`config.mk`:
```
export PLATFORM = sky130hd
export DESIGN_NAME = at_response_ipd_stream_parser
export DESIGN_NICKNAME = d
export VERILOG_FILES = /design/src/rtl/aps_pkg.sv /design/src/rtl/aps_cmd_fifo.sv /design/src/rtl/aps_front.sv /design/src/rtl/aps_back.sv /design/src/rtl/at_response_ipd_stream_parser.sv
export VERILOG_INCLUDE_DIRS = /design/src /design/src/rtl
export SDC_FILE = /design/constraint.sdc
export NUM_CORES = 1
export LEC_CHECK = 0
export BUFFER_PORTS_ARGS = -buffer_cell sky130_fd_sc_hd__buf_4
export CELL_PAD_IN_SITES_DETAIL_PLACEMENT = 0
export CELL_PAD_IN_SITES_GLOBAL_PLACEMENT = 1
export CORE_MARGIN = 5
export CORE_UTILIZATION = 45
export DETAILED_ROUTE_END_ITERATION = 8
export GPL_ROUTABILITY_DRIVEN = 0
export PLACE_DENSITY_LB_ADDON = 0.1
export SETUP_SLACK_MARGIN = 0.15
export SKIP_CTS_REPAIR_TIMING = 1
export SLEW_MARGIN = 10
export SYNTH_ARGS = -nofsm -noshare
export SYNTH_HDL_FRONTEND = slang
export SYNTH_SLANG_ARGS = --single-unit
export TNS_END_PERCENT = 20
```
`constraint.sdc`:
```
create_clock -name clk_i -period 3 [get_ports clk_i]
set_input_delay 0.3 -clock clk_i [delete_from_list [all_inputs] [get_ports clk_i]]
set_output_delay 0.3 -clock clk_i [all_outputs]
set_load 0.02 [all_outputs]
```
`src/rtl/at_response_ipd_stream_parser_defines.svh`:
```
// Assertion macros shared by the stream parser modules.
// Needs clk_i and rst_ni in the scope where a macro is used.
`ifndef AT_RESPONSE_IPD_STREAM_PARSER_DEFINES_SVH
`define AT_RESPONSE_IPD_STREAM_PARSER_DEFINES_SVH

// Clocked property check, off while reset is held
`define APS_ASSERT(lbl, prop, msg) \
  lbl: assert property (@(posedge clk_i) disable iff (!rst_ni) prop) \
    else $error(msg);

// Condition that must never be seen at a clock edge
`define APS_ASSERT_NEVER(lbl, cond, msg) \
  `APS_ASSERT(lbl, !(cond), msg)

`endif

```
`src/rtl/aps_pkg.sv`:
```
// Package for the AT response stream parser: types, codes and text constants.
// No dependencies.
`timescale 1ns / 1ps
`default_nettype none

package aps_pkg;

  // Depth of the command queue between front and back
  localparam int unsigned CMD_FIFO_DEPTH = 4;

  // Characters
  localparam logic [7:0] CH_CR    = 8'h0D;
  localparam logic [7:0] CH_LF    = 8'h0A;
  localparam logic [7:0] CH_COLON = 8'h3A;
  localparam logic [7:0] CH_ZERO  = 8'h30;
  localparam logic [7:0] CH_NINE  = 8'h39;

  // Message prefix of a data frame
  localparam logic [0:3][7:0] PFX_IPD = "+IPD";

  // Line texts, padded with zero bytes to 15 characters
  localparam logic [0:14][7:0] TXT_CONNECT  = {",CONNECT", {7{8'h00}}};
  localparam logic [0:14][7:0] TXT_CLOSED   = {",CLOSED", {8{8'h00}}};
  localparam logic [0:14][7:0] TXT_FAIL     = {",CONNECT FAIL", {2{8'h00}}};
  localparam logic [0:14][7:0] TXT_WIFI_ON  = {"WIFI CONNECTED", 8'h00};
  localparam logic [0:14][7:0] TXT_WIFI_OFF = "WIFI DISCONNECT";

  // Result event kinds
  localparam logic [1:0] EV_PAYLOAD   = 2'd0;
  localparam logic [1:0] EV_CLEAR_ONE = 2'd1;
  localparam logic [1:0] EV_CLEAR_ALL = 2'd2;
  localparam logic [1:0] EV_LINE_END  = 2'd3;

  // Parser mode, one-hot
  typedef enum logic [3:0] {
    MODE_START   = 4'b0001,
    MODE_HEADER  = 4'b0010,
    MODE_PAYLOAD = 4'b0100,
    MODE_LINE    = 4'b1000
  } mode_e;

  // Commands from front to back
  typedef enum logic [1:0] {
    CMD_STORE    = 2'd0,
    CMD_LINE_END = 2'd1,
    CMD_PAYLOAD  = 2'd2
  } cmd_e;

  typedef struct packed {
    cmd_e       cmd;
    logic       first;  // first byte of a message (line state restarts)
    logic       last;   // final payload byte of a frame
    logic [3:0] conn;
    logic [7:0] data;
  } cmd_t;

  // One byte step of an incremental text match. Text starts at line
  // position start and is tlen characters long.
  function automatic logic match_step(logic f, logic [7:0] ch, logic [6:0] pos,
                                      logic [6:0] start, logic [6:0] tlen,
                                      logic [0:14][7:0] txt);
    logic [6:0] rel;
    logic       hit;
    rel = pos - start;
    hit = f;
    if ((pos >= start) && (pos < (start + tlen))) begin
      hit = f && (ch == txt[rel[3:0]]);
    end
    return hit;
  endfunction

endpackage

`default_nettype wire

```
`src/rtl/aps_cmd_fifo.sv`:
```
// Command queue between the parser front and the event back.
// Depends on aps_pkg (cmd_t) and the assertion macro header.
`timescale 1ns / 1ps
`default_nettype none
`include "at_response_ipd_stream_parser_defines.svh"

module aps_cmd_fifo import aps_pkg::*; #(
  parameter int unsigned DEPTH = CMD_FIFO_DEPTH
) (
  input  wire logic clk_i,
  input  wire logic rst_ni,
  input  wire logic wr_i,
  input  wire cmd_t wr_data_i,
  output logic      full_o,
  input  wire logic rd_i,
  output cmd_t      rd_data_o,
  output logic      rd_valid_o
);

  localparam int unsigned PW = (DEPTH > 1) ? $clog2(DEPTH) : 1;
  localparam int unsigned CW = $clog2(DEPTH + 1);

  cmd_t            mem_q [DEPTH];
  logic [PW-1:0]   wr_ptr_q, wr_ptr_d;
  logic [PW-1:0]   rd_ptr_q, rd_ptr_d;
  logic [CW-1:0]   count_q, count_d;
  logic            wr_ok, rd_ok;

  assign full_o     = (count_q == CW'(DEPTH));
  assign rd_valid_o = (count_q != '0);
  assign rd_data_o  = mem_q[rd_ptr_q];
  assign wr_ok      = wr_i && !full_o;
  assign rd_ok      = rd_i && rd_valid_o;

  // Pointer and fill count update
  always_comb begin
    wr_ptr_d = wr_ptr_q;
    rd_ptr_d = rd_ptr_q;
    count_d  = count_q;
    if (wr_ok) begin
      wr_ptr_d = (wr_ptr_q == PW'(DEPTH - 1)) ? '0 : wr_ptr_q + 1'b1;
    end
    if (rd_ok) begin
      rd_ptr_d = (rd_ptr_q == PW'(DEPTH - 1)) ? '0 : rd_ptr_q + 1'b1;
    end
    if (wr_ok && !rd_ok) begin
      count_d = count_q + 1'b1;
    end else if (rd_ok && !wr_ok) begin
      count_d = count_q - 1'b1;
    end
  end

  always_ff @(posedge clk_i or negedge rst_ni) begin
    if (!rst_ni) begin
      wr_ptr_q <= '0;
      rd_ptr_q <= '0;
      count_q  <= '0;
    end else begin
      wr_ptr_q <= wr_ptr_d;
      rd_ptr_q <= rd_ptr_d;
      count_q  <= count_d;
    end
  end

  // Storage, no reset
  always_ff @(posedge clk_i) begin
    if (wr_ok) begin
      mem_q[wr_ptr_q] <= wr_data_i;
    end
  end

  `APS_ASSERT(a_count_bound, count_q <= CW'(DEPTH), "queue count above depth")
  `APS_ASSERT(a_count_inc, (wr_ok && !rd_ok) |=> (count_q == $past(count_q) + 1'b1), "push lost")

endmodule

`default_nettype wire

```
`src/rtl/aps_front.sv`:
```
// Parser front: tracks message mode, header fields and frame length, and turns
// each non-header byte into a command. Depends on aps_pkg and the macro header.
`timescale 1ns / 1ps
`default_nettype none
`include "at_response_ipd_stream_parser_defines.svh"

module aps_front import aps_pkg::*; (
  input  wire logic       clk_i,
  input  wire logic       rst_ni,
  input  wire logic       accept_i,
  input  wire logic [7:0] rx_byte_i,
  output logic            cmd_valid_o,
  output cmd_t            cmd_o
);

  mode_e       mode_q, mode_d;
  logic [7:0]  hdr_off_q, hdr_off_d;
  logic        prev_cr_q, prev_cr_d;
  logic [3:0]  frame_conn_q, frame_conn_d;
  logic [7:0]  frame_len_q, frame_len_d;
  logic [7:0]  payload_left_q, payload_left_d;
  logic [7:0]  digit;
  logic [7:0]  len_times10;

  assign digit       = rx_byte_i - CH_ZERO;
  assign len_times10 = {frame_len_q[4:0], 3'b000} + {frame_len_q[6:0], 1'b0};

  // Per byte mode update and command build
  always_comb begin
    mode_d         = mode_q;
    hdr_off_d      = hdr_off_q;
    prev_cr_d      = prev_cr_q;
    frame_conn_d   = frame_conn_q;
    frame_len_d    = frame_len_q;
    payload_left_d = payload_left_q;
    cmd_valid_o    = 1'b0;
    cmd_o.cmd      = CMD_STORE;
    cmd_o.first    = 1'b0;
    cmd_o.last     = 1'b0;
    cmd_o.conn     = frame_conn_q;
    cmd_o.data     = rx_byte_i;
    if (accept_i) begin
      case (mode_q)
        MODE_PAYLOAD: begin
          payload_left_d = payload_left_q - 1'b1;
          cmd_valid_o    = 1'b1;
          cmd_o.cmd      = CMD_PAYLOAD;
          cmd_o.last     = (payload_left_q == 8'd1);
          if (payload_left_q == 8'd1) begin
            mode_d    = MODE_START;
            hdr_off_d = '0;
            prev_cr_d = 1'b0;
          end
        end
        MODE_HEADER: begin
          if (hdr_off_q != 8'hFF) begin
            hdr_off_d = hdr_off_q + 1'b1;
          end
          if (hdr_off_q == 8'd5) begin
            frame_conn_d = digit[3:0];
          end else if (hdr_off_q == 8'd7) begin
            frame_len_d = digit;
          end else if (hdr_off_q >= 8'd8) begin
            if (rx_byte_i == CH_COLON) begin
              if (frame_len_q == '0) begin
                // empty frame: next byte opens a new message
                mode_d    = MODE_START;
                hdr_off_d = '0;
                prev_cr_d = 1'b0;
              end else begin
                payload_left_d = frame_len_q;
                mode_d         = MODE_PAYLOAD;
              end
            end else begin
              frame_len_d = len_times10 + digit;
            end
          end
        end
        MODE_START: begin
          cmd_valid_o = 1'b1;
          cmd_o.cmd   = CMD_STORE;
          cmd_o.first = (hdr_off_q == '0);
          if (rx_byte_i == PFX_IPD[hdr_off_q[1:0]]) begin
            hdr_off_d = hdr_off_q + 1'b1;
            if (hdr_off_q[1:0] == 2'd3) begin
              mode_d      = MODE_HEADER;
              frame_len_d = '0;
            end
          end else begin
            // prefix broken: the whole message is a line
            mode_d    = MODE_LINE;
            prev_cr_d = (rx_byte_i == CH_CR);
          end
        end
        MODE_LINE: begin
          cmd_valid_o = 1'b1;
          if (prev_cr_q && (rx_byte_i == CH_LF)) begin
            cmd_o.cmd = CMD_LINE_END;
            mode_d    = MODE_START;
            hdr_off_d = '0;
            prev_cr_d = 1'b0;
          end else begin
            cmd_o.cmd = CMD_STORE;
            prev_cr_d = (rx_byte_i == CH_CR);
          end
        end
        default: begin
          mode_d    = MODE_START;
          hdr_off_d = '0;
          prev_cr_d = 1'b0;
        end
      endcase
    end
  end

  always_ff @(posedge clk_i or negedge rst_ni) begin
    if (!rst_ni) begin
      mode_q         <= MODE_START;
      hdr_off_q      <= '0;
      prev_cr_q      <= 1'b0;
      frame_conn_q   <= '0;
      frame_len_q    <= '0;
      payload_left_q <= '0;
    end else begin
      mode_q         <= mode_d;
      hdr_off_q      <= hdr_off_d;
      prev_cr_q      <= prev_cr_d;
      frame_conn_q   <= frame_conn_d;
      frame_len_q    <= frame_len_d;
      payload_left_q <= payload_left_d;
    end
  end

  `APS_ASSERT(a_payload_left, (mode_q == MODE_PAYLOAD) |-> (payload_left_q != '0), "payload count zero")
  `APS_ASSERT_NEVER(a_cr_in_header, (mode_q == MODE_HEADER) && prev_cr_q, "stale CR in header")

endmodule

`default_nettype wire

```
`src/rtl/aps_back.sv`:
```
// Event back: follows line content with incremental text matches and
// builds result events into an output register. Depends on aps_pkg.
`timescale 1ns / 1ps
`default_nettype none

module aps_back import aps_pkg::*; (
  input  wire logic       clk_i,
  input  wire logic       rst_ni,
  input  wire logic       cmd_valid_i,
  input  wire cmd_t       cmd_i,
  output logic            cmd_take_o,
  output logic            empty_o,
  input  wire logic       pop_i,
  output logic [1:0]      event_kind_o,
  output logic [3:0]      conn_id_o,
  output logic [7:0]      payload_byte_o,
  output logic            frame_last_o
);

  logic [6:0] line_len_q, line_len_d;
  logic       digit_q, digit_d;
  logic [3:0] first_nib_q, first_nib_d;
  logic       m_conn_q, m_conn_d;
  logic       m_closed_q, m_closed_d;
  logic       m_fail_q, m_fail_d;
  logic       m_won_q, m_won_d;
  logic       m_woff_q, m_woff_d;
  logic       out_valid_q, out_valid_d;
  logic [1:0] kind_q, kind_d;
  logic [3:0] conn_q, conn_d;
  logic [7:0] data_q, data_d;
  logic       last_q, last_d;
  logic [6:0] pos;
  logic       hit_one, hit_all;

  assign cmd_take_o = cmd_valid_i && (!out_valid_q || pop_i);
  assign pos        = cmd_i.first ? 7'd0 : line_len_q;

  // Length checks of the line classes; line_len counts the trailing CR too
  assign hit_one = digit_q && ((m_conn_q && (line_len_q == 7'd10)) ||
                               (m_closed_q && (line_len_q == 7'd9)) ||
                               (m_fail_q && (line_len_q == 7'd15)));
  assign hit_all = (m_won_q && (line_len_q == 7'd15)) ||
                   (m_woff_q && (line_len_q == 7'd16));

  always_comb begin
    line_len_d  = line_len_q;
    digit_d     = digit_q;
    first_nib_d = first_nib_q;
    m_conn_d    = m_conn_q;
    m_closed_d  = m_closed_q;
    m_fail_d    = m_fail_q;
    m_won_d     = m_won_q;
    m_woff_d    = m_woff_q;
    out_valid_d = out_valid_q && !pop_i;
    kind_d      = kind_q;
    conn_d      = conn_q;
    data_d      = data_q;
    last_d      = last_q;
    if (cmd_take_o) begin
      case (cmd_i.cmd)
        CMD_STORE: begin
          if (cmd_i.first) begin
            line_len_d  = 7'd1;
            digit_d     = (cmd_i.data >= CH_ZERO) && (cmd_i.data <= CH_NINE);
            first_nib_d = cmd_i.data[3:0];
          end else if (line_len_q != 7'd127) begin
            line_len_d = line_len_q + 1'b1;
          end
          m_conn_d   = match_step(cmd_i.first || m_conn_q, cmd_i.data, pos,
                                  7'd1, 7'd8, TXT_CONNECT);
          m_closed_d = match_step(cmd_i.first || m_closed_q, cmd_i.data, pos,
                                  7'd1, 7'd7, TXT_CLOSED);
          m_fail_d   = match_step(cmd_i.first || m_fail_q, cmd_i.data, pos,
                                  7'd1, 7'd13, TXT_FAIL);
          m_won_d    = match_step(cmd_i.first || m_won_q, cmd_i.data, pos,
                                  7'd0, 7'd14, TXT_WIFI_ON);
          m_woff_d   = match_step(cmd_i.first || m_woff_q, cmd_i.data, pos,
                                  7'd0, 7'd15, TXT_WIFI_OFF);
        end
        CMD_LINE_END: begin
          // content shorter than two characters gives nothing
          if (line_len_q >= 7'd3) begin
            out_valid_d = 1'b1;
            data_d      = '0;
            last_d      = 1'b0;
            conn_d      = '0;
            if (hit_one) begin
              kind_d = EV_CLEAR_ONE;
              conn_d = first_nib_q;
            end else if (hit_all) begin
              kind_d = EV_CLEAR_ALL;
            end else begin
              kind_d = EV_LINE_END;
            end
          end
        end
        CMD_PAYLOAD: begin
          out_valid_d = 1'b1;
          kind_d      = EV_PAYLOAD;
          conn_d      = cmd_i.conn;
          data_d      = cmd_i.data;
          last_d      = cmd_i.last;
        end
        default: begin
          out_valid_d = out_valid_q && !pop_i;
        end
      endcase
    end
  end

  always_ff @(posedge clk_i or negedge rst_ni) begin
    if (!rst_ni) begin
      line_len_q  <= '0;
      digit_q     <= 1'b0;
      m_conn_q    <= 1'b0;
      m_closed_q  <= 1'b0;
      m_fail_q    <= 1'b0;
      m_won_q     <= 1'b0;
      m_woff_q    <= 1'b0;
      out_valid_q <= 1'b0;
    end else begin
      line_len_q  <= line_len_d;
      digit_q     <= digit_d;
      m_conn_q    <= m_conn_d;
      m_closed_q  <= m_closed_d;
      m_fail_q    <= m_fail_d;
      m_won_q     <= m_won_d;
      m_woff_q    <= m_woff_d;
      out_valid_q <= out_valid_d;
    end
  end

  // Result payload, no reset
  always_ff @(posedge clk_i) begin
    first_nib_q <= first_nib_d;
    kind_q      <= kind_d;
    conn_q      <= conn_d;
    data_q      <= data_d;
    last_q      <= last_d;
  end

  assign empty_o        = !out_valid_q;
  assign event_kind_o   = kind_q;
  assign conn_id_o      = conn_q;
  assign payload_byte_o = data_q;
  assign frame_last_o   = last_q;

endmodule

`default_nettype wire

```
`src/rtl/at_response_ipd_stream_parser.sv`:
```
// Top level of the AT response stream parser: front, command queue, back.
// Depends on aps_pkg, aps_front, aps_cmd_fifo and aps_back.
//
//   channel  | direction | handshake         | fields
//   ---------+-----------+-------------------+---------------------------------
//   rx byte  | in        | push / full       | rx_byte_i
//   event    | out       | empty / pop       | event_kind_o conn_id_o
//            |           |                   | payload_byte_o frame_last_o
//
// Takes one byte per cycle while full is low; the front updates its mode in
// the cycle a byte is accepted, so bytes can arrive back to back.
// A result goes into the command queue when its byte is accepted, then into
// the output register when the back takes it, and is popped from there.
// Reset clears all control state at once; there is no clearing pass.
// full rises when the FIFO_DEPTH-entry command queue is full; the back
// drains one command per cycle while its output register is free or popped.
`timescale 1ns / 1ps
`default_nettype none

module at_response_ipd_stream_parser import aps_pkg::*; #(
  parameter int unsigned FIFO_DEPTH = CMD_FIFO_DEPTH
) (
  input  wire logic       clk_i,
  input  wire logic       rst_ni,
  input  wire logic       push,
  output logic            full,
  input  wire logic [7:0] rx_byte_i,
  output logic            empty,
  input  wire logic       pop,
  output logic [1:0]      event_kind_o,
  output logic [3:0]      conn_id_o,
  output logic [7:0]      payload_byte_o,
  output logic            frame_last_o
);

  logic accept;
  logic f_cmd_valid;
  cmd_t f_cmd;
  logic q_full;
  cmd_t q_cmd;
  logic q_valid;
  logic b_take;

  assign full   = q_full;
  assign accept = push && !q_full;

  // Byte classification
  aps_front u_front (
    .clk_i       (clk_i),
    .rst_ni      (rst_ni),
    .accept_i    (accept),
    .rx_byte_i   (rx_byte_i),
    .cmd_valid_o (f_cmd_valid),
    .cmd_o       (f_cmd)
  );

  // Decoupling queue
  aps_cmd_fifo #(
    .DEPTH (FIFO_DEPTH)
  ) u_fifo (
    .clk_i      (clk_i),
    .rst_ni     (rst_ni),
    .wr_i       (f_cmd_valid),
    .wr_data_i  (f_cmd),
    .full_o     (q_full),
    .rd_i       (b_take),
    .rd_data_o  (q_cmd),
    .rd_valid_o (q_valid)
  );

  // Line matching and event output
  aps_back u_back (
    .clk_i          (clk_i),
    .rst_ni         (rst_ni),
    .cmd_valid_i    (q_valid),
    .cmd_i          (q_cmd),
    .cmd_take_o     (b_take),
    .empty_o        (empty),
    .pop_i          (pop),
    .event_kind_o   (event_kind_o),
    .conn_id_o      (conn_id_o),
    .payload_byte_o (payload_byte_o),
    .frame_last_o   (frame_last_o)
  );

endmodule

`default_nettype wire

```
==> metrics.csv <==
metric;value;unit
status;finished with violations;
violations;hold timing;
area.growth.synth_to_final;15.7;%
post_dp_cell_area;8850;sq um
dr.pass1.iters;5;
cts_tree;built;
crit_fanout;10;
routed_wl;20800;um
htree_levels;4;
insertion_delay;0.42;ns
power;10.8;mW
min_path_type;in2async;
start_util;45.6;%
synth_edf_count;83;
critical_path.max_stage_delay;0.44;ns
syn_inst;752;
p_leak;3.81;nW
syn_area;8190;sq um
critPathSlowestCell;dfrtp_2;
synth_fp_nets;809;
cts-buffers-inserted;17;
buffer_ports.inserted;28;
maxCapViolations;0;
ant_nets;0;
cp.depth;11;
dr_total_vias;6110;
root_buffer;clkbuf_16;
timing.hold.ws;-0.0446;ns
ys_ff_latch;137;
finalHoldViolations;53;
grt_usage;20.5;%
grt_max_degree;55;
viasPerCell;5.84;
path_buf_inv;2;
cp-start-kind;flip-flop;
avgSynthCellArea;10.9;sq um
end_kind;flip-flop;
fin_nets;861;
grt_pass1_vias;6042;
synth_area_leaders;edfxtp_1 (30%), dfrtp_1 (16%), ha_1 (6.0%);
synthTopCellsByCount;edfxtp_1 (83), nand2_1 (58), dfrtp_1 (53);
rr_worst_depth;11;
die_area;21000;sq um
synthArstFlopShare;39.4;%
path_class;reg2reg;
skew;0.00984;ns
crit_family;adder cells;
clockBufferDepth;2;
setup_ws;0.264;ns
min_period;2.74;ns
synth_warnings;0;
rsz0062_at_grt;true;
ios;29;
arrival;3.07;ns
fp.coreArea;18000;sq um
max_slew_margin;48.8;%
ys_seq_area_share;47.0;%
clkTransAtPathRegs;0.06;ns
setup_tns;0;ns
grt-ovfl-total;0;
netlist.area_leader.share;30.4;%
synth_flop_cell;edfxtp_1;
final_core_util;52.7;%
peakVddDrop;0.614;mV
clock-sinks;137;
worstPathRequired;3.33;ns
die_x;145;um
rows;49;
drc_errors;0;
die_h;145;um
path_cells;mux2i_1 > mux2_4 > nand2_1 > ha_1 > inv_1 > ha_4 > clkinvlp_4 > or3_1 > a31oi_1 > o2111ai_1 > o221ai_1;
antenna_found_initial;0;
wl_per_cell;19.8;um
power_density;1140;nW/um^2
preCtsSetupSlack;0.0778;ns
setup_viol;0;
n_antenna_cell;0;
min_period_over_period;91.2;%
synth_area_leader_cell;edfxtp_1;
slew_viol_final;0;
grt_pass1_wl;33000;um
hpwl;14800;um
fin_area;9470;sq um
synth_cell_types;75;
synth_most_common_cell;edfxtp_1;
drive_gt1_share;20.1;%
fmax;365;MHz
tightest_slew;0.768;ns
drt_iter0_markers;359;
==> cells in the final DEF, fill, tap and decap left out, types with 5 or more instances in the layout <==
master      count
a211oi_1        7
a21o_1          6
a21oi_1        35
and2_1         15
and3_1         11
buf_4          75
clkbuf_16      17
clkinvlp_4      6
dfrtp_1        50
edfxtp_1       83
fa_1            6
ha_1           36
inv_1          36
inv_6           6
mux2_2         11
mux2i_1        18
mux4_2         16
nand2_1        57
nand2b_1       14
nand3_1        17
nand4_1         9
nor2_1         50
nor3_1         17
nor4_1          8
o21ai_0        42
o21ai_1         6
o22ai_1         5
o31ai_1        11
or3_1           7
xnor2_1        20
xor2_1         18
==> worst reg2reg max path, delay by kind of cell, from the launching register on <==
family / cells / cell delay (ns)
buffers and inverters: 2 / 0.26
AO/OA/AOI/OAI: 3 / 0.50
flip-flops: 1 / 0.44
multiplexers: 2 / 0.44
AND/OR/NAND/NOR: 2 / 0.48
adder cells (fa/ha/maj): 2 / 0.55
==> kinds of logic after synthesis <==
group | synth area share, %
XOR/XNOR | 4.06
buffers and inverters | 4.03
adder cells (fa/ha/maj) | 7.43
AND/OR/NAND/NOR | 15.8
AO/OA/AOI/OAI | 13.2
flip-flops | 47.0
multiplexers | 8.50
==> cell type report <==
type                            instances  area (sq um)
Timing Repair Buffer                   75           563
Inverter                               37           143
Sequential cell                       137          3850
Tap cell                              229           287
Clock buffer                           17           425
Clock inverter                         15           116
Fill cell                            1578          8490
Multi-Input combinational cell        536          4090
==> sequential cells by signal, summed over array words and instances (netlist names), 7 cells and up <==
register                cells
u_front.hdr_off_q           8
u_back.line_len_q           7
u_front.payload_left_q      8
u_fifo.mem_q               64
u_back.payload_byte_o       8
u_front.frame_len_q         8
==> where the power goes <==
part | total [mW] | switching, mW | leakage [nW] | internal (mW)
clock | 1.91 | 0.840 | 0.251 | 1.07
combinational | 6.00 | 3.51 | 2.08 | 2.49
sequential | 2.92 | 0.356 | 1.48 | 2.57
==> stage by stage <==
| step | std cells | hold slack [ns] |
|---|---|---|
| after floorplan | 752 | 0.00441 |
| after global placement | 1012 | 0.416 |
| after detailed placement | 1012 | 0.427 |
| after CTS | 1044 | -0.0180 |
| after global routing | 1046 | 0.00903 |
| final | 1046 | -0.0446 |
==> routing by layer <==
layer,part of all wire (%),wire (um),vias up,GRT usage [%]
met5,0,0,-,0
met4,1.9,384,0,5.69
met3,3.4,708,31,4.14
met2,49,10200,116,34.0
met1,46,9450,3070,27.6
li1,-,-,2893,-
==> path summary, 6_finish.rpt <==
kind | start | to | slack, ns
setup / recovery | u_fifo.rd_ptr_q[0]$_DFFE_PN0P_ | u_back.m_closed_q$_DFFE_PN0P_ | 0.26
hold / removal | rst_ni | u_front.hdr_off_q[5]$_DFFE_PN0P_ | -0.04
setup reg to reg | u_fifo.rd_ptr_q[0]$_DFFE_PN0P_ | u_back.m_closed_q$_DFFE_PN0P_ | 0.26
hold reg to reg | u_fifo.count_q[2]$_DFFE_PN0P_ | u_fifo.count_q[2]$_DFFE_PN0P_ | 0.48
max in group asynchronous | rst_ni | u_fifo.rd_ptr_q[0]$_DFFE_PN0P_ | 2.48
min in group clk_i | rx_byte_i[5] | u_fifo.mem_q[1][5]$_DFFE_PP_ | 0.15
Power figures use the tool's default switching activity.
